File: config.mk
export PLATFORM = sky130hd
export DESIGN_NAME = json_string_unescape_utf8
export DESIGN_NICKNAME = d
export VERILOG_FILES = /design/src/rtl/jsu_pkg.sv /design/src/rtl/json_string_unescape_utf8.sv
export SDC_FILE = /design/constraint.sdc
export NUM_CORES = 1
export LEC_CHECK = 0
export ABC_AREA = 1
export BUFFER_PORTS_ARGS = -buffer_cell sky130_fd_sc_hd__clkbuf_2
export CORE_ASPECT_RATIO = 1.4
export CORE_UTILIZATION = 62
export DETAILED_ROUTE_END_ITERATION = 10
export PLACE_DENSITY = 0.81
export SLEW_MARGIN = 20
export SYNTH_ARGS = -nofsm -noshare
export SYNTH_HDL_FRONTEND = slang
export SYNTH_SLANG_ARGS = --single-unit
File: constraint.sdc
create_clock -name clock -period 3.3 [get_ports clock]
set_clock_uncertainty 0.1 [all_clocks]
set_input_delay 0.66 -clock clock [delete_from_list [all_inputs] [get_ports clock]]
set_output_delay 0.66 -clock clock [all_outputs]
set_load 0.05 [all_outputs]
File: src/rtl/jsu_pkg.sv
// Types, codes and helpers for the JSON string unescaper.
package jsu_pkg;

   typedef enum logic [6:0] {
      PH_IDLE    = 7'b0000001,
      PH_STR     = 7'b0000010,
      PH_ESC     = 7'b0000100,
      PH_HEX1    = 7'b0001000,
      PH_WANT_BS = 7'b0010000,
      PH_WANT_U  = 7'b0100000,
      PH_HEX2    = 7'b1000000
   } phase_type;

   localparam logic [1:0] KIND_BYTE  = 2'd0;
   localparam logic [1:0] KIND_CLOSE = 2'd1;
   localparam logic [1:0] KIND_ERROR = 2'd2;

   localparam logic [2:0] ERR_NONE      = 3'd0;
   localparam logic [2:0] ERR_NO_QUOTE  = 3'd1;
   localparam logic [2:0] ERR_BAD_HEX   = 3'd2;
   localparam logic [2:0] ERR_UNPAIRED  = 3'd3;
   localparam logic [2:0] ERR_BAD_LOW   = 3'd4;
   localparam logic [2:0] ERR_ORPHAN    = 3'd5;
   localparam logic [2:0] ERR_EOT       = 3'd6;
   localparam logic [2:0] ERR_EARLY_END = 3'd7;

   localparam logic [7:0] CH_QUOTE = 8'h22;
   localparam logic [7:0] CH_BSL   = 8'h5C;
   localparam logic [7:0] CH_EOT   = 8'h04;
   localparam logic [7:0] CH_B     = 8'h62;
   localparam logic [7:0] CH_F     = 8'h66;
   localparam logic [7:0] CH_N     = 8'h6E;
   localparam logic [7:0] CH_R     = 8'h72;
   localparam logic [7:0] CH_T     = 8'h74;
   localparam logic [7:0] CH_U     = 8'h75;

   localparam logic [15:0] HIGH_FIRST = 16'hD800;
   localparam logic [15:0] HIGH_LAST  = 16'hDBFF;
   localparam logic [15:0] LOW_FIRST  = 16'hDC00;
   localparam logic [15:0] LOW_LAST   = 16'hDFFF;
   localparam logic [20:0] PLANE_BASE = 21'h10000;

   localparam logic [7:0] LEAD2 = 8'hC0;
   localparam logic [7:0] LEAD3 = 8'hE0;
   localparam logic [7:0] LEAD4 = 8'hF0;
   localparam logic [7:0] CONT  = 8'h80;

   typedef struct packed {
      logic       ok;
      logic [3:0] val;
   } hex_digit_type;

   function automatic hex_digit_type hex_val(input logic [7:0] c);
      hex_digit_type r;
      r.ok  = 1'b1;
      r.val = 4'd0;
      if (c >= 8'h30 && c <= 8'h39) begin
         r.val = 4'(c - 8'h30);
      end else if (c >= 8'h61 && c <= 8'h66) begin
         r.val = 4'(c - 8'h57);
      end else if (c >= 8'h41 && c <= 8'h46) begin
         r.val = 4'(c - 8'h37);
      end else begin
         r.ok = 1'b0;
      end
      return r;
   endfunction

endpackage

File: src/rtl/json_string_unescape_utf8.sv
// Top level of the JSON string unescaper with UTF-8 output.
//
// Input channel req_*: one byte of JSON text per transaction in req_tdata;
// req_tlast high marks the end of input, and the byte is then ignored.
// Result channel rsp_*: one result per transaction. rsp_tdata is the
// decoded byte, rsp_tuser carries the kind (byte, string closed, error) and the
// error code, rsp_tlast marks the final result of one input byte.
// An input byte is held in an input register, decoded in a single pass and
// its 0 to 4 results loaded into a burst register that drains one result
// per cycle while rsp_tready is high. A result passes the input register
// and then the burst register. Plain bytes flow one per cycle when ready;
// the n UTF-8 bytes of a \u escape hold the port until all have drained.
// When the receiver stalls, the burst holds; bytes that yield no result
// still advance, and the first byte that yields a result waits in the
// input register while req_tready drops.
// Reset (synchronous, active high) returns the decoder to idle, waiting for
// an opening quote, and discards any held byte and pending results.
module json_string_unescape_utf8
   import jsu_pkg::*;
(
   input  logic       clock,
   input  logic       reset,
   input  logic       req_tvalid,
   output logic       req_tready,
   input  logic [7:0] req_tdata,   // in_byte
   input  logic       req_tlast,   // stream_end
   output logic       rsp_tvalid,
   input  logic       rsp_tready,
   output logic [7:0] rsp_tdata,   // out_byte
   output logic [4:0] rsp_tuser,   // [1:0] kind, [4:2] error_code
   output logic       rsp_tlast    // last
);

   logic        in_vld_ff, in_vld_in;
   logic [7:0]  in_byte_ff;
   logic        in_end_ff;

   phase_type   phase_ff, phase_in;
   logic [15:0] accum_ff, accum_in;
   logic [1:0]  count_ff, count_in;
   logic [9:0]  high_ff, high_in;

   logic [2:0]  cnt_ff, cnt_in;
   logic [7:0]  burst_ff [4];
   logic [7:0]  burst_in [4];
   logic [1:0]  kind_ff, kind_in;
   logic [2:0]  code_ff, code_in;

   logic [2:0]  dec_n;
   logic [7:0]  dec_b [4];
   logic [1:0]  dec_kind;
   logic [2:0]  dec_code;

   hex_digit_type hd;
   logic [15:0] accum_next;
   logic [20:0] cp;
   logic        emit_cp;
   logic        out_free, rsp_fire, move;

   always_comb begin
      hd         = hex_val(in_byte_ff);
      accum_next = {accum_ff[11:0], hd.val};
      phase_in   = phase_ff;
      accum_in   = accum_ff;
      count_in   = count_ff;
      high_in    = high_ff;
      dec_n      = 3'd0;
      dec_kind   = KIND_BYTE;
      dec_code   = ERR_NONE;
      dec_b[0]   = 8'd0;
      dec_b[1]   = 8'd0;
      dec_b[2]   = 8'd0;
      dec_b[3]   = 8'd0;
      emit_cp    = 1'b0;
      cp         = {5'd0, accum_next};
      if (in_end_ff) begin
         if (phase_ff != PH_IDLE && phase_ff != PH_STR && phase_ff != PH_ESC &&
             phase_ff != PH_HEX1 && phase_ff != PH_WANT_BS &&
             phase_ff != PH_WANT_U && phase_ff != PH_HEX2) begin
            phase_in = PH_IDLE;
         end else if (phase_ff != PH_IDLE) begin
            dec_n    = 3'd1;
            dec_kind = KIND_ERROR;
            dec_code = ERR_EARLY_END;
         end
      end else begin
         case (phase_ff)
            PH_STR: begin
               if (in_byte_ff == CH_BSL) begin
                  phase_in = PH_ESC;
               end else if (in_byte_ff == CH_EOT) begin
                  dec_n    = 3'd1;
                  dec_kind = KIND_ERROR;
                  dec_code = ERR_EOT;
               end else if (in_byte_ff == CH_QUOTE) begin
                  phase_in = PH_IDLE;
                  dec_n    = 3'd1;
                  dec_kind = KIND_CLOSE;
               end else begin
                  dec_n    = 3'd1;
                  dec_b[0] = in_byte_ff;
               end
            end
            PH_ESC: begin
               phase_in = PH_STR;
               dec_n    = 3'd1;
               case (in_byte_ff)
                  CH_B:    dec_b[0] = 8'h08;
                  CH_F:    dec_b[0] = 8'h0C;
                  CH_N:    dec_b[0] = 8'h0A;
                  CH_R:    dec_b[0] = 8'h0D;
                  CH_T:    dec_b[0] = 8'h09;
                  CH_U: begin
                     phase_in = PH_HEX1;
                     accum_in = 16'd0;
                     count_in = 2'd0;
                     dec_n    = 3'd0;
                  end
                  default: dec_b[0] = in_byte_ff;
               endcase
            end
            PH_HEX1, PH_HEX2: begin
               if (!hd.ok) begin
                  dec_n    = 3'd1;
                  dec_kind = KIND_ERROR;
                  dec_code = ERR_BAD_HEX;
               end else if (count_ff != 2'd3) begin
                  accum_in = accum_next;
                  count_in = count_ff + 2'd1;
               end else begin
                  accum_in = 16'd0;
                  count_in = 2'd0;
                  if (phase_ff == PH_HEX1) begin
                     if (accum_next >= HIGH_FIRST && accum_next <= HIGH_LAST) begin
                        high_in  = accum_next[9:0];
                        phase_in = PH_WANT_BS;
                     end else if (accum_next >= LOW_FIRST && accum_next <= LOW_LAST) begin
                        dec_n    = 3'd1;
                        dec_kind = KIND_ERROR;
                        dec_code = ERR_ORPHAN;
                     end else begin
                        phase_in = PH_STR;
                        emit_cp  = 1'b1;
                     end
                  end else if (accum_next < LOW_FIRST || accum_next > LOW_LAST) begin
                     dec_n    = 3'd1;
                     dec_kind = KIND_ERROR;
                     dec_code = ERR_BAD_LOW;
                  end else begin
                     phase_in = PH_STR;
                     emit_cp  = 1'b1;
                     cp       = PLANE_BASE + {1'b0, high_ff, accum_next[9:0]};
                  end
               end
            end
            PH_WANT_BS: begin
               if (in_byte_ff != CH_BSL) begin
                  dec_n    = 3'd1;
                  dec_kind = KIND_ERROR;
                  dec_code = ERR_UNPAIRED;
               end else begin
                  phase_in = PH_WANT_U;
               end
            end
            PH_WANT_U: begin
               if (in_byte_ff != CH_U) begin
                  dec_n    = 3'd1;
                  dec_kind = KIND_ERROR;
                  dec_code = ERR_UNPAIRED;
               end else begin
                  phase_in = PH_HEX2;
                  accum_in = 16'd0;
                  count_in = 2'd0;
               end
            end
            default: begin
               if (in_byte_ff == CH_QUOTE) begin
                  phase_in = PH_STR;
               end else begin
                  dec_n    = 3'd1;
                  dec_kind = KIND_ERROR;
                  dec_code = ERR_NO_QUOTE;
               end
            end
         endcase
      end
      if (dec_kind == KIND_ERROR) begin
         phase_in = PH_IDLE;
         accum_in = 16'd0;
         count_in = 2'd0;
      end
      if (emit_cp) begin
         if (cp < 21'h80) begin
            dec_n    = 3'd1;
            dec_b[0] = cp[7:0];
         end else if (cp < 21'h800) begin
            dec_n    = 3'd2;
            dec_b[0] = LEAD2 | {3'd0, cp[10:6]};
            dec_b[1] = CONT | {2'd0, cp[5:0]};
         end else if (cp < PLANE_BASE) begin
            dec_n    = 3'd3;
            dec_b[0] = LEAD3 | {4'd0, cp[15:12]};
            dec_b[1] = CONT | {2'd0, cp[11:6]};
            dec_b[2] = CONT | {2'd0, cp[5:0]};
         end else begin
            dec_n    = 3'd4;
            dec_b[0] = LEAD4 | {5'd0, cp[20:18]};
            dec_b[1] = CONT | {2'd0, cp[17:12]};
            dec_b[2] = CONT | {2'd0, cp[11:6]};
            dec_b[3] = CONT | {2'd0, cp[5:0]};
         end
      end
   end

   assign rsp_fire   = rsp_tvalid && rsp_tready;
   assign out_free   = (cnt_ff == 3'd0) || (cnt_ff == 3'd1 && rsp_tready);
   assign move       = in_vld_ff && (dec_n == 3'd0 || out_free);
   assign req_tready = !in_vld_ff || move;
   assign in_vld_in  = req_tvalid ? 1'b1 : (in_vld_ff && !move);

   always_comb begin
      cnt_in      = cnt_ff;
      kind_in     = kind_ff;
      code_in     = code_ff;
      burst_in[0] = burst_ff[0];
      burst_in[1] = burst_ff[1];
      burst_in[2] = burst_ff[2];
      burst_in[3] = burst_ff[3];
      if (move && dec_n != 3'd0) begin
         cnt_in      = dec_n;
         kind_in     = dec_kind;
         code_in     = dec_code;
         burst_in[0] = dec_b[0];
         burst_in[1] = dec_b[1];
         burst_in[2] = dec_b[2];
         burst_in[3] = dec_b[3];
      end else if (rsp_fire) begin
         cnt_in      = cnt_ff - 3'd1;
         burst_in[0] = burst_ff[1];
         burst_in[1] = burst_ff[2];
         burst_in[2] = burst_ff[3];
      end
   end

   always_ff @(posedge clock) begin
      if (reset) begin
         in_vld_ff <= 1'b0;
         phase_ff  <= PH_IDLE;
         accum_ff  <= 16'd0;
         count_ff  <= 2'd0;
         high_ff   <= 10'd0;
         cnt_ff    <= 3'd0;
      end else begin
         in_vld_ff <= req_tready ? in_vld_in : in_vld_ff;
         cnt_ff    <= cnt_in;
         if (move) begin
            phase_ff <= phase_in;
            accum_ff <= accum_in;
            count_ff <= count_in;
            high_ff  <= high_in;
         end
      end
   end

   always_ff @(posedge clock) begin
      if (req_tvalid && req_tready) begin
         in_byte_ff <= req_tdata;
         in_end_ff  <= req_tlast;
      end
      kind_ff     <= kind_in;
      code_ff     <= code_in;
      burst_ff[0] <= burst_in[0];
      burst_ff[1] <= burst_in[1];
      burst_ff[2] <= burst_in[2];
      burst_ff[3] <= burst_in[3];
   end

   assign rsp_tvalid = (cnt_ff != 3'd0);
   assign rsp_tdata  = burst_ff[0];
   assign rsp_tuser  = {code_ff, kind_ff};
   assign rsp_tlast  = (cnt_ff == 3'd1);

`ifndef SYNTHESIS
   a_burst_bound: assert property (@(posedge clock) disable iff (reset)
      cnt_ff <= 3'd4)
      else $error("result burst count out of range");

   a_single_status: assert property (@(posedge clock) disable iff (reset)
      rsp_tvalid && kind_ff != KIND_BYTE |-> rsp_tlast && burst_ff[0] == 8'd0)
      else $error("close or error result is not a single zero-byte result");

   a_code_kind: assert property (@(posedge clock) disable iff (reset)
      rsp_tvalid && kind_ff != KIND_ERROR |-> code_ff == ERR_NONE)
      else $error("error code set on a non-error result");

   a_hold_input: assert property (@(posedge clock) disable iff (reset)
      in_vld_ff && !move |=> in_vld_ff && $stable(in_byte_ff) && $stable(phase_ff))
      else $error("held input byte or phase changed without decode");

   a_reset_empty: assert property (@(posedge clock)
      reset |=> !rsp_tvalid && req_tready)
      else $error("block not empty after reset");
`endif

endmodule
# [Yosys cells after proc, flatten, opt, wreduce, memory -nomap -nowiden]
# Memory sizes are Yosys's and may differ from the RTL's.
# Cells that the tools add are included.
[totals] regBits=49 latch_bits=0 mem_bits_rw=32 mem_bits_ro=0 inputBits=13 out_inout_bits=16 elab_cells=227 mem_count=1
[op_classes] n_addsub=6 multipliers=0 n_div=0 order_cmp=15 eq_ne=40 shifts=0 n_mux=119 bitwise=2 reduce_logical=34
[memory_table] memory="burst_ff" words=4 word_bits=8 read_ports=4 rd_clocked_by_memory_dff=0 write_ports=4 line="json_string_unescape_utf8.sv:44" text="logic [7:0] burst_ff [4];"
[op_table] cell="$mux W21" n=7
[op_table] cell="$mux W7" n=15
[op_table] cell="$mux W12" n=6
[op_table] cell="$mux W24" n=3
[op_table] cell="$mux W3" n=21
[op_table] cell="$eq A8 B7 Y1 const B" n=7
[op_table] cell="$mux W8" n=7
[op_table] cell="$pmux W8 S6" n=1
[op_table] cell="$mux W2" n=22
[op_table] cell="$pmux W12 S3" n=1
[op_table] cell="$pmux W7 S5" n=1
[op_table] cell="$ge A16 B16 Y1 const B" n=2
[op_table] cell="$le A16 B16 Y1 const B" n=2
[op_table] cell="$mux W32" n=1
[op_table] cell="$pmux W3 S5" n=2
[op_table] cell="$mux W1" n=23
[op_table] cell="$add A17 B20 Y21 const A" n=1
[op_table] cell="$lt A21 B12 Y1 const B" n=1
[op_table] cell="$lt A21 B17 Y1 const B" n=1
[op_table] cell="$lt A21 B8 Y1 const B" n=1
[op_table] cell="$logic_and A1 B1 Y1" n=17
[op_table] cell="$ge A8 B7 Y1 const B" n=2
[op_table] cell="$gt A16 B16 Y1 const B" n=1
[op_table] cell="$le A8 B7 Y1 const B" n=2
[op_table] cell="51 further kinds" n=69

# [Longest topological paths before layout]
[depth] depth_word=24 mapped_depth=21 depth_no_buf=20

# [Worst setup path after synthesis]
# OpenSTA, ideal clock, no wires.
[synth_path] kind="flip-flop to flip-flop" startpoint="register, netlist name in_byte_ff[0]" endpoint="memory burst_ff[0][0] (enable)" setup_time_ns=0.380 arrival_time_ns=2.443 required_time_ns=2.820 path_slack_ns=0.378 stages_incl_launch_ff=18 path_buffers=1 synth_period_minus_slack_ns=2.922 path_cell_list="edfxtp_1 inv_1 ha_1 inv_1 nand2_1 nand2_1 nand2_2 nand2_4 nand2_4 nand2_1 nor2_2 nand3_2 nand2_1 nor2_2 nand2_2 nand3_1 buf_2 nand2_1"
[synth_rtl] element="to (decl)" line="json_string_unescape_utf8.sv:44"

# [Final worst setup path]
[layout_path] startpoint="register in_byte_ff[3]" endpoint="output req_tready"
[layout_between] elab_chain_len=22 elab_cells_between_ends=71 cone_classes="add/sub: 4; order compare: 15; eq/ne: 5; mux: 37; reduce/logical: 10"
[layout_rtl] element="from (decl)" line="json_string_unescape_utf8.sv:35" text="logic [7:0] in_byte_ff;"
[layout_rtl] element="from (signal assigned)" line="json_string_unescape_utf8.sv:267" text="in_byte_ff <= req_tdata;"
[layout_rtl] element="$ge A8 B7 Y1 / $le A8 B7 Y1 (equally long branches)" line="jsu_pkg.sv:61" text="end else if (c >= 8'h41 && c <= 8'h46) begin"
[layout_rtl] element="$logic_and A1 B1 Y1" line="jsu_pkg.sv:61"
[layout_rtl] element="$mux W4" line="jsu_pkg.sv:61"
[layout_rtl] element="$mux W4" line="jsu_pkg.sv:59" text="end else if (c >= 8'h61 && c <= 8'h66) begin"
[layout_rtl] element="$mux W4" line="jsu_pkg.sv:57" text="if (c >= 8'h30 && c <= 8'h39) begin"
[layout_rtl] element="$lt A16 B16 Y1 / $gt A16 B16 Y1 (equally long branches)" line="json_string_unescape_utf8.sv:145" text="end else if (accum_next < LOW_FIRST || accum_next > LOW_LAST) begin"
[layout_rtl] element="$logic_or A1 B1 Y1" line="json_string_unescape_utf8.sv:145"
[layout_rtl] element="$mux W21" line="json_string_unescape_utf8.sv:145"
[layout_rtl] element="[6 not listed]"
[layout_rtl] element="$mux W3" line="json_string_unescape_utf8.sv:200" text="end else if (cp < PLANE_BASE) begin"
[layout_rtl] element="$mux W3" line="json_string_unescape_utf8.sv:196" text="end else if (cp < 21'h800) begin"
[layout_rtl] element="$mux W3" line="json_string_unescape_utf8.sv:193" text="if (cp < 21'h80) begin"
[layout_rtl] element="$mux W3 (*)" line="json_string_unescape_utf8.sv:192" text="if (emit_cp) begin"
[layout_rtl] element="$logic_not A3 Y1 (*)" line="json_string_unescape_utf8.sv:217" text="assign move = in_vld_ff && (dec_n == 3'd0 || out_free);"
[layout_rtl] element="$logic_or A1 B1 Y1 (*)" line="json_string_unescape_utf8.sv:217"
[layout_rtl] element="$logic_and A1 B1 Y1 (*)" line="json_string_unescape_utf8.sv:217"
[layout_rtl] element="$logic_or A1 B1 Y1 (*)" line="json_string_unescape_utf8.sv:218" text="assign req_tready = !in_vld_ff || move;"
[layout_rtl] element="to (decl)" line="json_string_unescape_utf8.sv:24" text="output logic req_tready,"
# Mark *: on every way between the ends. The rest lies on a longest branch, timed or not.

==> out/metrics.cfg <==
[layout]
layout_common_cells=nand2_1 (162), inv_1 (77), nor2_1 (70)
synthToLayoutAreaGrowth_pct=10.3
fillers=659
layout-drive-gt1-share_pct=19.8
multi_input_area_um2=2640
nNetsFinal=745
diodes=0
seq_area_um2=1990
final_common_cell=nand2_1

[clock_network]
cts_buffer_depth=2
clk_latency_ns=0.37
clk_pin_slew_ns=0.08
cts_sinks=78
clockRootBuffer=clkbuf_8
cts_max_level=3
hold_buffers=0
cts_tree=done
cts_buffers=9

[yosys]
yosys_warnings=0
yosysSeqAreaShare_pct=38.8
synth_cells=681
synthDistinctLibCells=52
syn_nets=703
synth-main-ff-cell=edfxtp_1
synth_edf_count=43
synth-seq-cells=78
async_reset_ff_share_pct=0
avgSynthCellArea_um2=7.54
syn-cell-area_um2=5140

[worst_setup_path]
cp_data_required_time_ns=2.54
slowest_delay_ns=0.49
crit_fanout=5
cpMostUsedCell=nand2_1
crit_family=simple AND/OR/NAND/NOR gates
arrival_ns=2.46
cp_cell_sequence=buf_4, nor2_2, nand3_1, nand2_1, nand2_1, a21oi_2, nand3b_1, nand2_1, nand2_2, nand3_2, clkbuf_8
cp_slowest_cell=edfxtp_1
critPathBufInv=2
cp-end-kind=primary output
startpoint_type=register
path_class=register to primary output

[place]
dp_hpwl_mm=10.0
port_buffers=28
pre_cts_ws_ns=0.188
gp_congestion=0.977

[power_and_ir_drop]
power.density_nw_per_um2=617
vdd.ir_drop.worst_uv=591
p_leak_uw=0.00266

[timing]
timing.final.crit_share_pct=97.6
final-hold-violation-count=0
max_freq_ghz=0.310
slew_viol_final=0
setup_ws_ns=0.0790
setup_viol=0
slew-limit-headroom_pct=55.1
worst_slew_pin_slew_ns=0.667
layout_min_cycle_time_ns=3.22
fin_hold_ws_ns=0.358

[drt]
drt_iter0_markers=431
vias_per_cell=5.71
drcViolationCount=0
dr.pass1.iters=5
via_count=4732
ant_nets=0
routed_wl_mm=13.5
wl_per_cell_um=16.3

[global_routing]
grt_pass1_wl_mm=21.6
grt_overflow=0
track_usage_pct=33.2
grt_pass1_vias=4406
antenna_found_initial=0
grt_max_degree=24

[flow_run]
drv_cap=0

[die]
ios=29
core_area_um2=7890
row_count=38
die_area_um2=8660
die_h_um=110
fp.dieW_um=78.9
start_util_pct=65.1

[run_status]
status=completed

[hold_path]
min_path_type=register to register

-- cell type report --
cell class              count  share of cell area [%]
clock buffers              12                    2.74
well taps                 100                    2.21
repair buffers             50                    5.54
clock inverters             4                    1.21
flip-flops and latches     78                    35.2
inverters                  96                    6.54
multi-input cells         488                    46.6
-- metrics by stage --
stage / total power, uW / instances / util (%) / area, um^2 / TNS (ns)
2_1_floorplan: 2350 / 681 / - / 5140 / 0
3_3_place_gp: 2620 / 803 / 67.6 / 5340 / 0
3_5_place_dp: 2670 / 803 / 67.6 / 5340 / 0
4_1_cts: 3480 / 819 / 70.7 / 5580 / 0
5_1_grt: 3660 / 828 / 71.8 / 5660 / -0.157
6_report: 3490 / 828 / 71.8 / 5660 / 0
-- worst paths after layout --
path | start | end | slack [ns] | cells after the start
worst min-delay path | high_ff[3]$_SDFFE_PP0P_ | high_ff[3]$_SDFFE_PP0P_ | 0.36 | 2
worst max-delay path | in_byte_ff[3]$_DFFE_PP_ | req_tready | 0.08 | 11
worst min register to register | high_ff[3]$_SDFFE_PP0P_ | high_ff[3]$_SDFFE_PP0P_ | 0.36 | 2
worst max register to register | in_byte_ff[3]$_DFFE_PP_ | high_ff[5]$_SDFFE_PP0P_ | 0.16 | 13
-- synth_stat cells (all sizes together) (9+ instances only) --
| cell | number | share of area, % |
|---|---|---|
| nand2 | 181 | 15 |
| inv | 95 | 7.1 |
| nor2 | 87 | 8.0 |
| nand3 | 53 | 6.3 |
| o21ai | 52 | 5.1 |
| edfxtp | 43 | 25 |
| dfxtp | 35 | 14 |
| a21oi | 34 | 3.5 |
| nand4 | 17 | 2.5 |
| nor3 | 16 | 1.7 |
| buf | 12 | 2.4 |
| ha | 9 | 2.2 |
-- power breakdown --
part | switching (uW) | internal [uW]
clock | 353 | 464
sequential | 109 | 1290
combinational | 917 | 361
-- per-layer routing --
layer | global-route usage (%) | wire, um
met1 | 40.2 | 5300
met2 | 57.8 | 6860
met3 | 5.64 | 852
met4 | 14.8 | 512
met5 | 0 | 0
-- sequential cells by signal, indices dropped and copies added, names as in the netlist --
register / flops
kind_ff: 2
in_end_ff: 1
burst_ff: 29
phase_ff: 7
code_ff: 3
count_ff: 2
high_ff: 10
cnt_ff: 3
in_byte_ff: 8
accum_ff: 12
in_vld_ff: 1
-- what timing repair did --
action | 4_1_cts | 5_1_grt
resized for setup | 4 | 5
setup buffers | 0 | 9
cloned | 0 | 0
setup endpoints to repair | 1 | 10
pin swaps | 0 | 2
-- cells by family (layout without fill, tap and decap cells) --
logic type / after synthesis / count (layout) / share of synthesized area, %
and+or+nand+nor: 371 / 371 / 36.6
buffers and inverters: 115 / 162 / 10.4
AOI/OAI and AO/OA: 104 / 104 / 11.4
DFF: 78 / 78 / 38.8
adders and majority gates: 9 / 9 / 2.19
xor gates and xnor gates: 4 / 4 / 0.682
-- worst reg2reg max path, stage by stage, from the launching register on --
cell and delay, ns:
edfxtp_1 0.49, buf_4 0.20, nor2_2 0.18, nand3_1 0.19, nand2_1 0.16, nand2_1 0.12, a21oi_2 0.18, nand3b_1 0.10
nand2_1 0.10, nand2_2 0.11, a21boi_4 0.43, nand2_2 0.29, inv_1 0.28, a21oi_1 0.11
Power figures use the tool's default switching activity.
